`src/rtl/hbr_pkg.sv`:
```
// ----------------------------------------------------------------------------
// hbr_pkg: shared types and constants for the H-bridge PWM speed ramp unit
// Command codes, widths and the request/response structs of the divider.
// ----------------------------------------------------------------------------
`default_nettype none

package hbr_pkg;

    localparam int PERIOD_W = 16;
    localparam int SPEED_W  = 7;
    localparam int IV_W     = 10;
    localparam int DIVD_W   = 23;   // 16-bit period times 7-bit speed
    localparam int DIVS_W   = 7;
    localparam int DCNT_W   = 5;

    localparam logic [2:0] MODE_TICK     = 3'd0;
    localparam logic [2:0] MODE_START    = 3'd1;
    localparam logic [2:0] MODE_START_RMP = 3'd2;
    localparam logic [2:0] MODE_SET_SPEED = 3'd3;
    localparam logic [2:0] MODE_STOP     = 3'd4;
    localparam logic [2:0] MODE_BRAKE    = 3'd5;

    localparam logic [SPEED_W-1:0]  SPEED_MAX          = 7'd100;
    localparam logic [IV_W-1:0]     MAX_INTERVAL_TICKS = 10'd1000;
    localparam logic [PERIOD_W-1:0] PERIOD_RESET       = 16'd999;

    typedef struct packed {
        logic              start;
        logic [DIVD_W-1:0] dividend;
        logic [DIVS_W-1:0] divisor;
    } t_div_req;

    typedef struct packed {
        logic              done;
        logic [DIVD_W-1:0] quotient;
    } t_div_rsp;

endpackage

`default_nettype wire

```
`src/rtl/hbr_in_if.sv`:
```
// ----------------------------------------------------------------------------
// hbr_in_if: command channel of the speed ramp unit
// Valid/ready handshake carrying one command request.
// ----------------------------------------------------------------------------
`default_nettype none

interface hbr_in_if;
    logic        valid;
    logic        ready;
    logic [2:0]  mode;
    logic        direction;
    logic [7:0]  speed;
    logic [15:0] ramp_time;

    modport source (output valid, mode, direction, speed, ramp_time, input ready);
    modport sink   (input valid, mode, direction, speed, ramp_time, output ready);
endinterface

`default_nettype wire

```
`src/rtl/hbr_out_if.sv`:
```
// ----------------------------------------------------------------------------
// hbr_out_if: result channel of the speed ramp unit
// Valid/ready handshake carrying the compare values and status.
// ----------------------------------------------------------------------------
`default_nettype none

interface hbr_out_if;
    logic        valid;
    logic        ready;
    logic [15:0] compare_a;
    logic [15:0] compare_b;
    logic [6:0]  speed_now;
    logic        ramp_active;
    logic        motor_running;

    modport source (output valid, compare_a, compare_b, speed_now, ramp_active,
                    motor_running, input ready);
    modport sink   (input valid, compare_a, compare_b, speed_now, ramp_active,
                    motor_running, output ready);
endinterface

`default_nettype wire

```
`src/rtl/hbr_div.sv`:
```
// ----------------------------------------------------------------------------
// hbr_div: shared restoring divider
// One quotient bit per cycle; serves both the duty scaling and the ramp
// interval calculation.
// ----------------------------------------------------------------------------
`default_nettype none

module hbr_div
    import hbr_pkg::*;
(
    input  wire logic     i_clk,
    input  wire logic     i_rst_n,
    input  wire t_div_req i_req,
    output t_div_rsp      o_rsp
);

    logic [DCNT_W-1:0] r_cnt;
    logic              r_busy;
    logic              r_done;
    logic [DIVS_W-1:0] r_rem;
    logic [DIVD_W-1:0] r_quo;
    logic [DIVS_W-1:0] r_dvs;

    logic [DIVS_W:0]   w_part;
    logic              w_ge;
    logic [DIVS_W:0]   w_diff;

    assign w_part = {r_rem, r_quo[DIVD_W-1]};
    assign w_ge   = (w_part >= {1'b0, r_dvs});
    assign w_diff = w_part - {1'b0, r_dvs};

    always_ff @(posedge i_clk) begin
        if (!i_rst_n) begin
            r_busy <= 1'b0;
            r_done <= 1'b0;
            r_cnt  <= '0;
        end else begin
            r_done <= 1'b0;
            if (i_req.start) begin
                r_busy <= 1'b1;
                r_cnt  <= DCNT_W'(DIVD_W);
            end else if (r_busy) begin
                r_cnt <= r_cnt - 1'b1;
                if (r_cnt == DCNT_W'(1)) begin
                    r_busy <= 1'b0;
                    r_done <= 1'b1;
                end
            end
        end
    end

    always_ff @(posedge i_clk) begin
        if (i_req.start) begin
            r_quo <= i_req.dividend;
            r_dvs <= i_req.divisor;
            r_rem <= '0;
        end else if (r_busy) begin
            // remainder stays below the divisor, so seven bits suffice
            r_rem <= w_ge ? w_diff[DIVS_W-1:0] : w_part[DIVS_W-1:0];
            r_quo <= {r_quo[DIVD_W-2:0], w_ge};
        end
    end

    assign o_rsp = '{done: r_done, quotient: r_quo};

endmodule

`default_nettype wire

```
`src/rtl/h_bridge_pwm_speed_ramp_unit.sv`:
```
// ----------------------------------------------------------------------------
// h_bridge_pwm_speed_ramp_unit: H-bridge PWM compare generator with speed ramp
// Commands set, ramp, stop or brake the motor; 1 ms ticks advance a ramp.
// ----------------------------------------------------------------------------
// Each command request yields one result. A request that changes the duty
// (start, set speed, a ramp step) passes from acceptance to result through
// a decode state, a multiply state for the duty, the shared bit-serial divider
// for period*speed/100 (23 quotient bits, then a completion flag) and a state
// that loads the result. A ramped start feeds duration/steps to the divider
// straight from decode. Other requests go from decode to the load state. The
// unit is ready again the cycle after a result is loaded; that result may
// still be waiting in the output register, and a finished request holds until
// the output register is free. Write pwm_period through i_cfg_we/i_cfg_wdata
// only while the unit is idle; the unit itself does not enforce this.
`default_nettype none

module h_bridge_pwm_speed_ramp_unit
    import hbr_pkg::*;
(
    input  wire logic                i_clk,
    input  wire logic                i_rst_n,
    input  wire logic                i_cfg_we,
    input  wire logic [PERIOD_W-1:0] i_cfg_wdata,
    hbr_in_if.sink                   i_cmd,
    hbr_out_if.source                o_res
);

    localparam logic [2:0] S_IDLE   = 3'd0;
    localparam logic [2:0] S_DECIDE = 3'd1;
    localparam logic [2:0] S_MUL    = 3'd2;
    localparam logic [2:0] S_DIV    = 3'd3;
    localparam logic [2:0] S_DONE   = 3'd4;

    logic [2:0]          r_state, n_state;
    logic [PERIOD_W-1:0] r_period;

    // latched request
    logic [2:0]          r_mode;
    logic                r_dir_in;
    logic [SPEED_W-1:0]  r_spd;
    logic [15:0]         r_dur;

    // controller state
    logic [SPEED_W-1:0]  r_speed_cur, n_speed_cur;
    logic [SPEED_W-1:0]  r_speed_goal, n_speed_goal;
    logic                r_step_down, n_step_down;
    logic                r_dir, n_dir;
    logic                r_running, n_running;
    logic                r_ramping, n_ramping;
    logic [IV_W-1:0]     r_step_iv, n_step_iv;
    logic [IV_W-1:0]     r_tick_cnt, n_tick_cnt;
    logic [PERIOD_W-1:0] r_cmp_a, n_cmp_a;
    logic [PERIOD_W-1:0] r_cmp_b, n_cmp_b;
    logic [SPEED_W-1:0]  r_apply_spd, n_apply_spd;
    logic                r_job_iv, n_job_iv;

    // result register
    logic                r_out_valid;
    logic [PERIOD_W-1:0] r_out_a;
    logic [PERIOD_W-1:0] r_out_b;
    logic [SPEED_W-1:0]  r_out_spd;
    logic                r_out_ramp;
    logic                r_out_run;

    t_div_req            w_div_req;
    t_div_rsp            w_div_rsp;

    logic                w_accept;
    logic                w_out_take;
    logic [IV_W-1:0]     w_tick_inc;
    logic [SPEED_W-1:0]  w_steps;
    logic [SPEED_W-1:0]  w_step_spd;
    logic [SPEED_W-1:0]  w_up_spd;
    logic [DIVD_W-1:0]   w_quo;
    logic [PERIOD_W-1:0] w_pulse;

    assign w_accept   = i_cmd.valid && i_cmd.ready;
    assign w_out_take = r_out_valid && o_res.ready;
    assign i_cmd.ready = (r_state == S_IDLE) && i_rst_n;

    assign w_tick_inc = r_tick_cnt + 1'b1;
    assign w_steps    = (r_spd > r_speed_cur) ? (r_spd - r_speed_cur)
                                              : (r_speed_cur - r_spd);
    assign w_up_spd   = (r_speed_cur >= SPEED_MAX) ? SPEED_MAX : (r_speed_cur + 1'b1);
    assign w_quo      = w_div_rsp.quotient;
    assign w_pulse    = w_quo[PERIOD_W-1:0];

    always_comb begin
        n_state      = r_state;
        n_speed_cur  = r_speed_cur;
        n_speed_goal = r_speed_goal;
        n_step_down  = r_step_down;
        n_dir        = r_dir;
        n_running    = r_running;
        n_ramping    = r_ramping;
        n_step_iv    = r_step_iv;
        n_tick_cnt   = r_tick_cnt;
        n_cmp_a      = r_cmp_a;
        n_cmp_b      = r_cmp_b;
        n_apply_spd  = r_apply_spd;
        n_job_iv     = r_job_iv;
        w_step_spd   = r_speed_cur;
        w_div_req.start    = 1'b0;
        w_div_req.dividend = DIVD_W'(r_period) * DIVD_W'(r_apply_spd);
        w_div_req.divisor  = SPEED_MAX;

        unique case (r_state)
            S_IDLE: begin
                if (w_accept) begin
                    n_state = S_DECIDE;
                end
            end
            S_DECIDE: begin
                n_state  = S_DONE;
                n_job_iv = 1'b0;
                unique case (r_mode)
                    MODE_TICK: begin
                        if (r_ramping) begin
                            if (w_tick_inc >= r_step_iv) begin
                                n_tick_cnt = '0;
                                if (r_step_down) begin
                                    if (r_speed_cur != '0) begin
                                        w_step_spd = r_speed_cur - 1'b1;
                                        n_state    = S_MUL;
                                    end
                                end else begin
                                    w_step_spd = w_up_spd;
                                    n_state    = S_MUL;
                                end
                                n_speed_cur = w_step_spd;
                                n_apply_spd = w_step_spd;
                                if (w_step_spd == r_speed_goal) begin
                                    n_ramping = 1'b0;
                                    if (r_speed_goal == '0) begin
                                        n_running = 1'b0;
                                    end
                                end
                            end else begin
                                n_tick_cnt = w_tick_inc;
                            end
                        end
                    end
                    MODE_START: begin
                        n_ramping   = 1'b0;
                        n_dir       = r_dir_in;
                        n_running   = 1'b1;
                        n_speed_cur = r_spd;
                        n_apply_spd = r_spd;
                        n_state     = S_MUL;
                    end
                    MODE_START_RMP: begin
                        if (!r_ramping && (r_spd != r_speed_cur)) begin
                            n_dir        = r_dir_in;
                            n_running    = 1'b1;
                            n_speed_goal = r_spd;
                            n_step_down  = (r_spd < r_speed_cur);
                            n_ramping    = 1'b1;
                            n_tick_cnt   = '0;
                            n_job_iv     = 1'b1;
                            w_div_req.start    = 1'b1;
                            w_div_req.dividend = DIVD_W'(r_dur);
                            w_div_req.divisor  = w_steps;
                            n_state      = S_DIV;
                        end
                    end
                    MODE_SET_SPEED: begin
                        if (r_running) begin
                            n_ramping   = 1'b0;
                            n_speed_cur = r_spd;
                            n_apply_spd = r_spd;
                            n_state     = S_MUL;
                        end
                    end
                    MODE_STOP: begin
                        n_ramping   = 1'b0;
                        n_running   = 1'b0;
                        n_speed_cur = '0;
                        n_cmp_a     = '0;
                        n_cmp_b     = '0;
                    end
                    MODE_BRAKE: begin
                        n_ramping   = 1'b0;
                        n_running   = 1'b0;
                        n_speed_cur = '0;
                        n_cmp_a     = r_period;
                        n_cmp_b     = r_period;
                    end
                    default: begin
                    end
                endcase
            end
            S_MUL: begin
                // product goes straight into the divider's dividend register
                w_div_req.start = 1'b1;
                n_state         = S_DIV;
            end
            S_DIV: begin
                if (w_div_rsp.done) begin
                    n_state = S_DONE;
                    if (r_job_iv) begin
                        if (w_quo == '0) begin
                            n_step_iv = IV_W'(1);
                        end else if (w_quo > DIVD_W'(MAX_INTERVAL_TICKS)) begin
                            n_step_iv = MAX_INTERVAL_TICKS;
                        end else begin
                            n_step_iv = w_quo[IV_W-1:0];
                        end
                    end else if (r_dir) begin
                        n_cmp_a = '0;
                        n_cmp_b = w_pulse;
                    end else begin
                        n_cmp_a = w_pulse;
                        n_cmp_b = '0;
                    end
                end
            end
            S_DONE: begin
                if (!r_out_valid || o_res.ready) begin
                    n_state = S_IDLE;
                end
            end
            default: begin
                n_state = S_IDLE;
            end
        endcase
    end

    always_ff @(posedge i_clk) begin
        if (!i_rst_n) begin
            r_state      <= S_IDLE;
            r_period     <= PERIOD_RESET;
            r_speed_cur  <= '0;
            r_speed_goal <= '0;
            r_step_down  <= 1'b0;
            r_dir        <= 1'b0;
            r_running    <= 1'b0;
            r_ramping    <= 1'b0;
            r_step_iv    <= IV_W'(1);
            r_tick_cnt   <= '0;
            r_cmp_a      <= '0;
            r_cmp_b      <= '0;
            r_job_iv     <= 1'b0;
            r_out_valid  <= 1'b0;
        end else begin
            r_state      <= n_state;
            r_speed_cur  <= n_speed_cur;
            r_speed_goal <= n_speed_goal;
            r_step_down  <= n_step_down;
            r_dir        <= n_dir;
            r_running    <= n_running;
            r_ramping    <= n_ramping;
            r_step_iv    <= n_step_iv;
            r_tick_cnt   <= n_tick_cnt;
            r_cmp_a      <= n_cmp_a;
            r_cmp_b      <= n_cmp_b;
            r_job_iv     <= n_job_iv;
            if (i_cfg_we) begin
                r_period <= i_cfg_wdata;
            end
            if (r_state == S_DONE && (!r_out_valid || o_res.ready)) begin
                r_out_valid <= 1'b1;
            end else if (w_out_take) begin
                r_out_valid <= 1'b0;
            end
        end
    end

    // request and result payload
    always_ff @(posedge i_clk) begin
        r_apply_spd <= n_apply_spd;
        if (w_accept) begin
            r_mode   <= i_cmd.mode;
            r_dir_in <= i_cmd.direction;
            r_spd    <= (i_cmd.speed > 8'(SPEED_MAX)) ? SPEED_MAX
                                                      : i_cmd.speed[SPEED_W-1:0];
            r_dur    <= i_cmd.ramp_time;
        end
        if (r_state == S_DONE && (!r_out_valid || o_res.ready)) begin
            r_out_a    <= r_cmp_a;
            r_out_b    <= r_cmp_b;
            r_out_spd  <= r_speed_cur;
            r_out_ramp <= r_ramping;
            r_out_run  <= r_running;
        end
    end

    hbr_div u_div (
        .i_clk   (i_clk),
        .i_rst_n (i_rst_n),
        .i_req   (w_div_req),
        .o_rsp   (w_div_rsp)
    );

    assign o_res.valid         = r_out_valid;
    assign o_res.compare_a     = r_out_a;
    assign o_res.compare_b     = r_out_b;
    assign o_res.speed_now     = r_out_spd;
    assign o_res.ramp_active   = r_out_ramp;
    assign o_res.motor_running = r_out_run;

    a_div_done_in_div: assert property (@(posedge i_clk) disable iff (!i_rst_n)
        w_div_rsp.done |-> (r_state == S_DIV))
        else $error("divider result outside the divide phase");

    a_speed_range: assert property (@(posedge i_clk) disable iff (!i_rst_n)
        r_speed_cur <= SPEED_MAX)
        else $error("current speed above full scale");

    a_ramp_runs: assert property (@(posedge i_clk) disable iff (!i_rst_n)
        r_ramping |-> r_running)
        else $error("ramp active while the motor is not driven");

    a_accept_starts: assert property (@(posedge i_clk) disable iff (!i_rst_n)
        w_accept |=> (r_state == S_DECIDE))
        else $error("accepted request not decoded");

endmodule

`default_nettype wire

```
`src/flat_wrapper.sv`:
```
// flat-port wrapper written by rule: the top's interface ports become plain ports
module h_bridge_pwm_speed_ramp_unit_flat import hbr_pkg::*;
  (i_clk, i_rst_n, i_cfg_we, i_cfg_wdata, i_cmd_valid, i_cmd_mode, i_cmd_direction, i_cmd_speed, i_cmd_ramp_time, i_cmd_ready, o_res_valid, o_res_compare_a, o_res_compare_b, o_res_speed_now, o_res_ramp_active, o_res_motor_running, o_res_ready);
  hbr_in_if i_cmd_i ();
  hbr_out_if o_res_i ();
  input  wire logic i_clk;
  input  wire logic i_rst_n;
  input  wire logic i_cfg_we;
  input  wire logic [PERIOD_W-1:0] i_cfg_wdata;
  input wire logic [$bits(i_cmd_i.valid)-1:0] i_cmd_valid;
  input wire logic [$bits(i_cmd_i.mode)-1:0] i_cmd_mode;
  input wire logic [$bits(i_cmd_i.direction)-1:0] i_cmd_direction;
  input wire logic [$bits(i_cmd_i.speed)-1:0] i_cmd_speed;
  input wire logic [$bits(i_cmd_i.ramp_time)-1:0] i_cmd_ramp_time;
  output wire logic [$bits(i_cmd_i.ready)-1:0] i_cmd_ready;
  output wire logic [$bits(o_res_i.valid)-1:0] o_res_valid;
  output wire logic [$bits(o_res_i.compare_a)-1:0] o_res_compare_a;
  output wire logic [$bits(o_res_i.compare_b)-1:0] o_res_compare_b;
  output wire logic [$bits(o_res_i.speed_now)-1:0] o_res_speed_now;
  output wire logic [$bits(o_res_i.ramp_active)-1:0] o_res_ramp_active;
  output wire logic [$bits(o_res_i.motor_running)-1:0] o_res_motor_running;
  input wire logic [$bits(o_res_i.ready)-1:0] o_res_ready;
  assign i_cmd_i.valid = i_cmd_valid;
  assign i_cmd_i.mode = i_cmd_mode;
  assign i_cmd_i.direction = i_cmd_direction;
  assign i_cmd_i.speed = i_cmd_speed;
  assign i_cmd_i.ramp_time = i_cmd_ramp_time;
  assign i_cmd_ready = i_cmd_i.ready;
  assign o_res_valid = o_res_i.valid;
  assign o_res_compare_a = o_res_i.compare_a;
  assign o_res_compare_b = o_res_i.compare_b;
  assign o_res_speed_now = o_res_i.speed_now;
  assign o_res_ramp_active = o_res_i.ramp_active;
  assign o_res_motor_running = o_res_i.motor_running;
  assign o_res_i.ready = o_res_ready;
  h_bridge_pwm_speed_ramp_unit u_core (.i_clk(i_clk), .i_rst_n(i_rst_n), .i_cfg_we(i_cfg_we), .i_cfg_wdata(i_cfg_wdata), .i_cmd(i_cmd_i), .o_res(o_res_i));
endmodule
```
`config.mk`:
```
export PLATFORM = sky130hd
export DESIGN_NAME = h_bridge_pwm_speed_ramp_unit_flat
export DESIGN_NICKNAME = d
export VERILOG_FILES = /design/src/rtl/hbr_pkg.sv /design/src/rtl/hbr_in_if.sv /design/src/rtl/hbr_out_if.sv /design/src/rtl/hbr_div.sv /design/src/rtl/h_bridge_pwm_speed_ramp_unit.sv /design/src/flat_wrapper.sv
export SDC_FILE = /design/constraint.sdc
export NUM_CORES = 1
export LEC_CHECK = 0
export ABC_AREA = 1
export BUFFER_PORTS_ARGS = -buffer_cell sky130_fd_sc_hd__buf_4
export CORE_ASPECT_RATIO = 0.5
export CORE_MARGIN = 2
export CORE_UTILIZATION = 45
export CTS_CLUSTER_DIAMETER = 150
export DETAILED_ROUTE_END_ITERATION = 10
export PLACE_DENSITY_LB_ADDON = 0.25
export RECOVER_POWER = 25
export SKIP_LAST_GASP = 1
export SYNTH_ARGS = -nofsm -noshare
export SYNTH_HDL_FRONTEND = slang
export SYNTH_HIERARCHICAL = 1
export SYNTH_SLANG_ARGS = --single-unit
```
`constraint.sdc`:
```
create_clock -name i_clk -period 6.35 [get_ports i_clk]
set_input_delay 0 -clock i_clk [delete_from_list [all_inputs] [get_ports i_clk]]
set_output_delay 0 -clock i_clk [all_outputs]
set_load 0.02 [all_outputs]
```
### After elaboration in Yosys (flattened, before gate mapping)

Index checks and enable logic that the tools add are counted.

| cells by class | value |
|---|---|
| $add $sub $neg | 7 |
| multipliers | 1 |
| order comparisons | 7 |
| eq/ne operators | 23 |
| multiplexer cells | 69 |
| bitwise logic cells | 2 |
| reductions and logical operators | 36 |

Operators by type and width:

| kind | number |
|---|---|
| $mux W16 | 6 |
| $pmux W16 S2 | 3 |
| $mux W7 | 12 |
| $mux W31 | 2 |
| $mux W10 | 5 |
| $mux W23 | 2 |
| $mux W30 | 1 |
| $pmux W7 S4 | 1 |
| $mux W3 | 9 |
| $gt A23 B10 Y1 const B | 1 |
| $logic_not A23 Y1 | 1 |
| $mul A16 B7 Y23 | 1 |
| $pmux W7 S3 | 1 |
| $sub A7 B7 Y7 | 3 |
| $pmux W10 S2 | 1 |
| $mux W1 | 18 |
| $pmux W3 S5 | 1 |
| $ne A2 B1 Y1 const B | 7 |
| $eq A3 B2 Y1 const B | 4 |
| $pmux W3 S4 | 1 |
| $reduce_and A3 Y1 | 4 |
| $reduce_and A4 Y1 | 3 |
| $reduce_bool A4 Y1 | 3 |
| $add A10 B1 Y10 const B | 1 |
| 32 further kinds | 54 |

| word-level totals | value |
|---|---|
| register bits | 210 |
| input port bits | 49 |
| output and inout port bits | 43 |
| word-level logic and storage cells | 176 |

### Depth between registers and ports, before layout

| depth | value |
|---|---|
| depth in word-level cells | 12 |
| depth in mapped cells | 26 |
| gate-level depth less buffers | 25 |

### Modules after synthesis

Netlist, hierarchy kept.

Modules (own cells, without submodules):

| module | instances | cells an instance | area each (um2) | seq. area each (um2) |
|---|---|---|---|---|
| h_bridge_pwm_speed_ramp_unit | 1 | 1483 | 11649.9 | 4073.9 |
| hbr_div | 1 | 265 | 2268.4 | 1181.1 |

### Least setup slack after synthesis

Ideal clock, no wire load.

| timing | value |
|---|---|
| path kind | reg2reg |
| start | register u_core.r_state[1] |
| end | register u_core.r_out_a[0], in the netlist u_core/o_res.compare_a[0] (enable) |
| library setup time | 542 ps |
| data arrival time | 4500 ps |
| required time | 5808 ps |
| path slack | 1309 ps |
| stages on the path, launching flop included | 3 |
| buffers on the path | 1 |
| clock period less this slack | 5041 ps |
| path through | dfxtp_1 > buf_2 > nor4_1 |

| between the ends | value |
|---|---|
| cells in the longest elaborated chain, start to end | 2 |

Ends and longest elaborated chain:

| element | line | RTL |
|---|---|---|
| start: declaration | h_bridge_pwm_speed_ramp_unit.sv:34 | `logic [2:0] r_state, n_state;` |
| start signal: assignment | h_bridge_pwm_speed_ramp_unit.sv:245 | `r_state <= n_state;` |
| $eq A3 B3 Y1 | h_bridge_pwm_speed_ramp_unit.sv:278 | `if (r_state == S_DONE && (!r_out_valid \|\| o_res.ready)) begin` |
| $logic_and A1 B1 Y1 | h_bridge_pwm_speed_ramp_unit.sv:278 |  |
| end signal: assignment | h_bridge_pwm_speed_ramp_unit.sv:279 | `r_out_a <= r_cmp_a;` |
| end: declaration | h_bridge_pwm_speed_ramp_unit.sv:59 | `logic [PERIOD_W-1:0] r_out_a;` |

Every way passes these cells.
A chain may end at the register's enable or synchronous reset.

==> flow_metrics.env <==
export IMPL_postSynthCellCount=1748
export IMPL_syn_area_mm2=0.01392
export IMPL_synth_flop_cell="edfxtp_1"
export IMPL_start_util=0.4578
export IMPL_power_mw=5.574
export IMPL_start_kind="flop"
export IMPL_row_count=45
export IMPL_grt_pass1_vias=11070
export IMPL_p_leak_nw=7.680
export IMPL_fin_worst_skew_ns=0.01964
export IMPL_ios=92
export IMPL_fp_dieH_um=128.4
export IMPL_synth_nets=1945
export IMPL_postCtsHoldBufs=68
export IMPL_post_cts_setup_buffer_count=0
export IMPL_timing_slew_headroom=0.2357
export IMPL_post_dp_hpwl_um=26050
export IMPL_cts_buffers=21
export IMPL_drv_slew=0
export IMPL_dieArea_mm2=0.03244
export IMPL_maxCapViolCount=0
export IMPL_ys_top_cells_by_area="edfxtp_1 (23%), dfxtp_1 (15%), nand2_1 (12%)"
export IMPL_seq_area_frac_synth=0.3776
export IMPL_syn_to_final_growth_pct=15.52
export IMPL_path_class="flop to flop"
export IMPL_yosysWarnings=6
export IMPL_ys_ff_latch=210
export IMPL_cts_buffer_depth=3
export IMPL_root_buffer="clkbuf_16"
export IMPL_drive_gt1_frac=0.07733
export IMPL_crit_required_ns=6.62
export IMPL_synth_top_cell_area_share=0.2265
export IMPL_status="completed"
export IMPL_setup_viol_count_final=0
export IMPL_grt_max_degree=77
export IMPL_synth_commonest_cells="nand2_1 (439), inv_1 (294), nand3_1 (133)"
export IMPL_path_clk_slew_ns=0.07
export IMPL_critPathSlowestCell="edfxtp_1"
export IMPL_holdCritPathClass="input pin to flop"
export IMPL_antenna_found_initial=0
export IMPL_clk_latency_ns=0.52
export IMPL_fin_setup_tns_ns=0
export IMPL_p_per_area_mw_per_mm2=346.7
export IMPL_fmax_mhz=186.1
export IMPL_hold_violations=0
export IMPL_rsz0062_at_grt="false"
export IMPL_synth_edf_count=105
export IMPL_cts_resized=0
export IMPL_regArea_mm2=0.005255
export IMPL_drcViolationCount=0
export IMPL_crit_top_cell="nand2_1"
export IMPL_post_route_min_period_ns=5.373
export IMPL_htree_levels=1
export IMPL_ir_drop_mv=0.1922
export IMPL_syn_area_per_cell_um2=7.962
export IMPL_cts_tree="built"
export IMPL_gr_total_overflow=0
export IMPL_drt_wl_total_um=36250
export IMPL_diodes=0
export IMPL_wire_per_inst_um=15.94
export IMPL_routabilityCongestion=0.9132
export IMPL_yosysUniqueCellTypes=53
export IMPL_grt_use_total=0.2303
export IMPL_vias=11790
export IMPL_synthArstFlopShare=0
export IMPL_port_buffers=91
export IMPL_path_max_fanout=16
export IMPL_synth_largest_area_cell="edfxtp_1"
export IMPL_multi_input_area_mm2=0.007207
export IMPL_die_x_um=252.7
export IMPL_fill_cells=2845
export IMPL_ant_nets=0
export IMPL_cp_end_kind="flop"
export IMPL_drtIter0Drc=945
export IMPL_vias_per_cell=5.186
export IMPL_grt_pass1_wl_um=59150
export IMPL_cp_cell_sequence="nand2_1 > fa_1 > fa_1 > inv_1 > fa_1 > inv_1 > fa_1 > inv_1 > ha_1 > nand2_1 > inv_1 > a21oi_1 > o21ai_0 > a21boi_0 > o21bai_1 > or2_2 > nand3_1 > nand2_1 > nand2_1 > nand2_1"
export IMPL_core_area_mm2=0.03040
export IMPL_synth_most_common_cell="nand2_1"
export IMPL_clock_sinks=210
export IMPL_slowest_delay_ns=0.79
export IMPL_drt_first_pass_iters=5
export IMPL_layout_nets=2057
export IMPL_worstMarginPinSlew_ns=1.145
export IMPL_finalCritPeriodShare=0.8461
export IMPL_critPathArrivalTime_ns=5.64
-- placed cells by master, fill, tap and decap left out, types with 4 or more instances in the layout --
master | synthesis | final
nand2_1 | 439 | 439
buf_4 | 1 | 49
nor4_1 | 7 | 6
clkinv_2 | 0 | 4
xnor2_1 | 11 | 11
xor2_1 | 10 | 10
edfxtp_1 | 105 | 105
nand3b_1 | 5 | 5
dlygate4sd3_1 | 0 | 68
nand4_1 | 20 | 20
a31oi_1 | 37 | 37
o211ai_1 | 4 | 4
ha_1 | 76 | 76
nor2_2 | 5 | 5
dfxtp_1 | 105 | 105
nand3_1 | 133 | 133
or2_2 | 5 | 5
clkbuf_16 | 0 | 22
nor2_1 | 87 | 87
clkbuf_1 | 59 | 27
and3_1 | 4 | 4
nand2_2 | 4 | 4
nor3_1 | 10 | 10
o21ai_0 | 107 | 107
a21oi_1 | 81 | 81
inv_2 | 7 | 7
fa_1 | 72 | 72
inv_1 | 294 | 294
clkbuf_4 | 0 | 28
-- where the power goes --
| part | internal, mW | switching (mW) |
|---|---|---|
| Combinational | 0.921 | 1.62 |
| Clock | 0.664 | 0.541 |
| Sequential | 1.64 | 0.192 |
-- through the flow --
| stage | instance area, µm² | hold slack, ns | instances | setup WS (ns) | util |
|---|---|---|---|---|---|
| floorplan | 13920 | 0.09887 | 1748 | 1.309 | - |
| global placement | 14830 | 0.1784 | 2168 | 1.147 | 0.4877 |
| detailed placement | 14830 | 0.1795 | 2168 | 0.9973 | 0.4877 |
| CTS | 16150 | 0.02330 | 2274 | 0.9858 | 0.5313 |
| global route | 16080 | 0.08128 | 2274 | 0.6100 | 0.5288 |
| finish | 16080 | 0.04668 | 2274 | 0.9769 | 0.5288 |
-- kinds of logic (layout without fill, tap and decap cells) --
logic type | count (synthesis) | in the layout | share of synthesized area
compound gates | 258 | 258 | 0.1044
xor+xnor | 21 | 21 | 0.01321
fa+ha+maj | 148 | 148 | 0.1719
buf+inv | 379 | 506 | 0.1051
flops | 210 | 210 | 0.3776
simple gates | 732 | 732 | 0.2279
-- worst max-delay path: cells and delay by family (launching register included) --
kind                     cells  cell delay [ns]
flip-flops                   1             0.79
AO/OA/AOI/OAI                4             0.82
adder cells (fa/ha/maj)      5             2.52
AND/OR/NAND/NOR              7             0.79
buffers and inverters        4             0.22
-- final cells by class --
cell class                      count  area share
Multi-Input combinational cell   1159      0.4482
Sequential cell                   210      0.3268
Timing Repair Buffer              165     0.08296
Inverter                          303     0.07074
Clock buffer                       31     0.03759
Tap cell                          399     0.03105
Clock inverter                      7    0.002568
-- per-layer routing --
layer	track usage	share of wire	vias up
li1	-	-	5860
met1	0.3414	0.48	5484
met2	0.3504	0.42	410
met3	0.04673	0.085	38
met4	0.04629	0.017	0
met5	0	0	-
-- registers in the layout, indices dropped and copies added, names as in the netlist, 3 cells and up --
register and flops:
u_core/o_res.compare_a 16, u_core/r_mode 3, u_core/u_div/r_rem 7, u_core/r_period 16, u_core/o_res.compare_b 16, u_core/u_div/r_dvs 7, u_core/o_res.speed_now 7, u_core/r_apply_spd 7
u_core/r_speed_goal 7, u_core/u_div/r_cnt 5, u_core/r_dur 16, u_core/r_cmp_a 16, u_core/r_cmp_b 16, u_core/r_step_iv 10, u_core/r_state 3, u_core/r_spd 7
u_core/u_div/r_quo 23, u_core/r_speed_cur 7, u_core/r_tick_cnt 10
-- worst paths after layout --
path         slack [ns]                   from                         to  depth (start not counted)
max                0.98  u_core/r_apply_spd[6]     u_core/u_div/r_quo[15]                         20
min                0.05                i_rst_n        u_core/r_step_iv[0]                          2
max reg2reg        0.98  u_core/r_apply_spd[6]     u_core/u_div/r_quo[15]                         20
min reg2reg        0.43      u_core/r_cmp_b[0]  u_core/o_res.compare_b[0]                          0
Power figures use the tool's default switching activity.
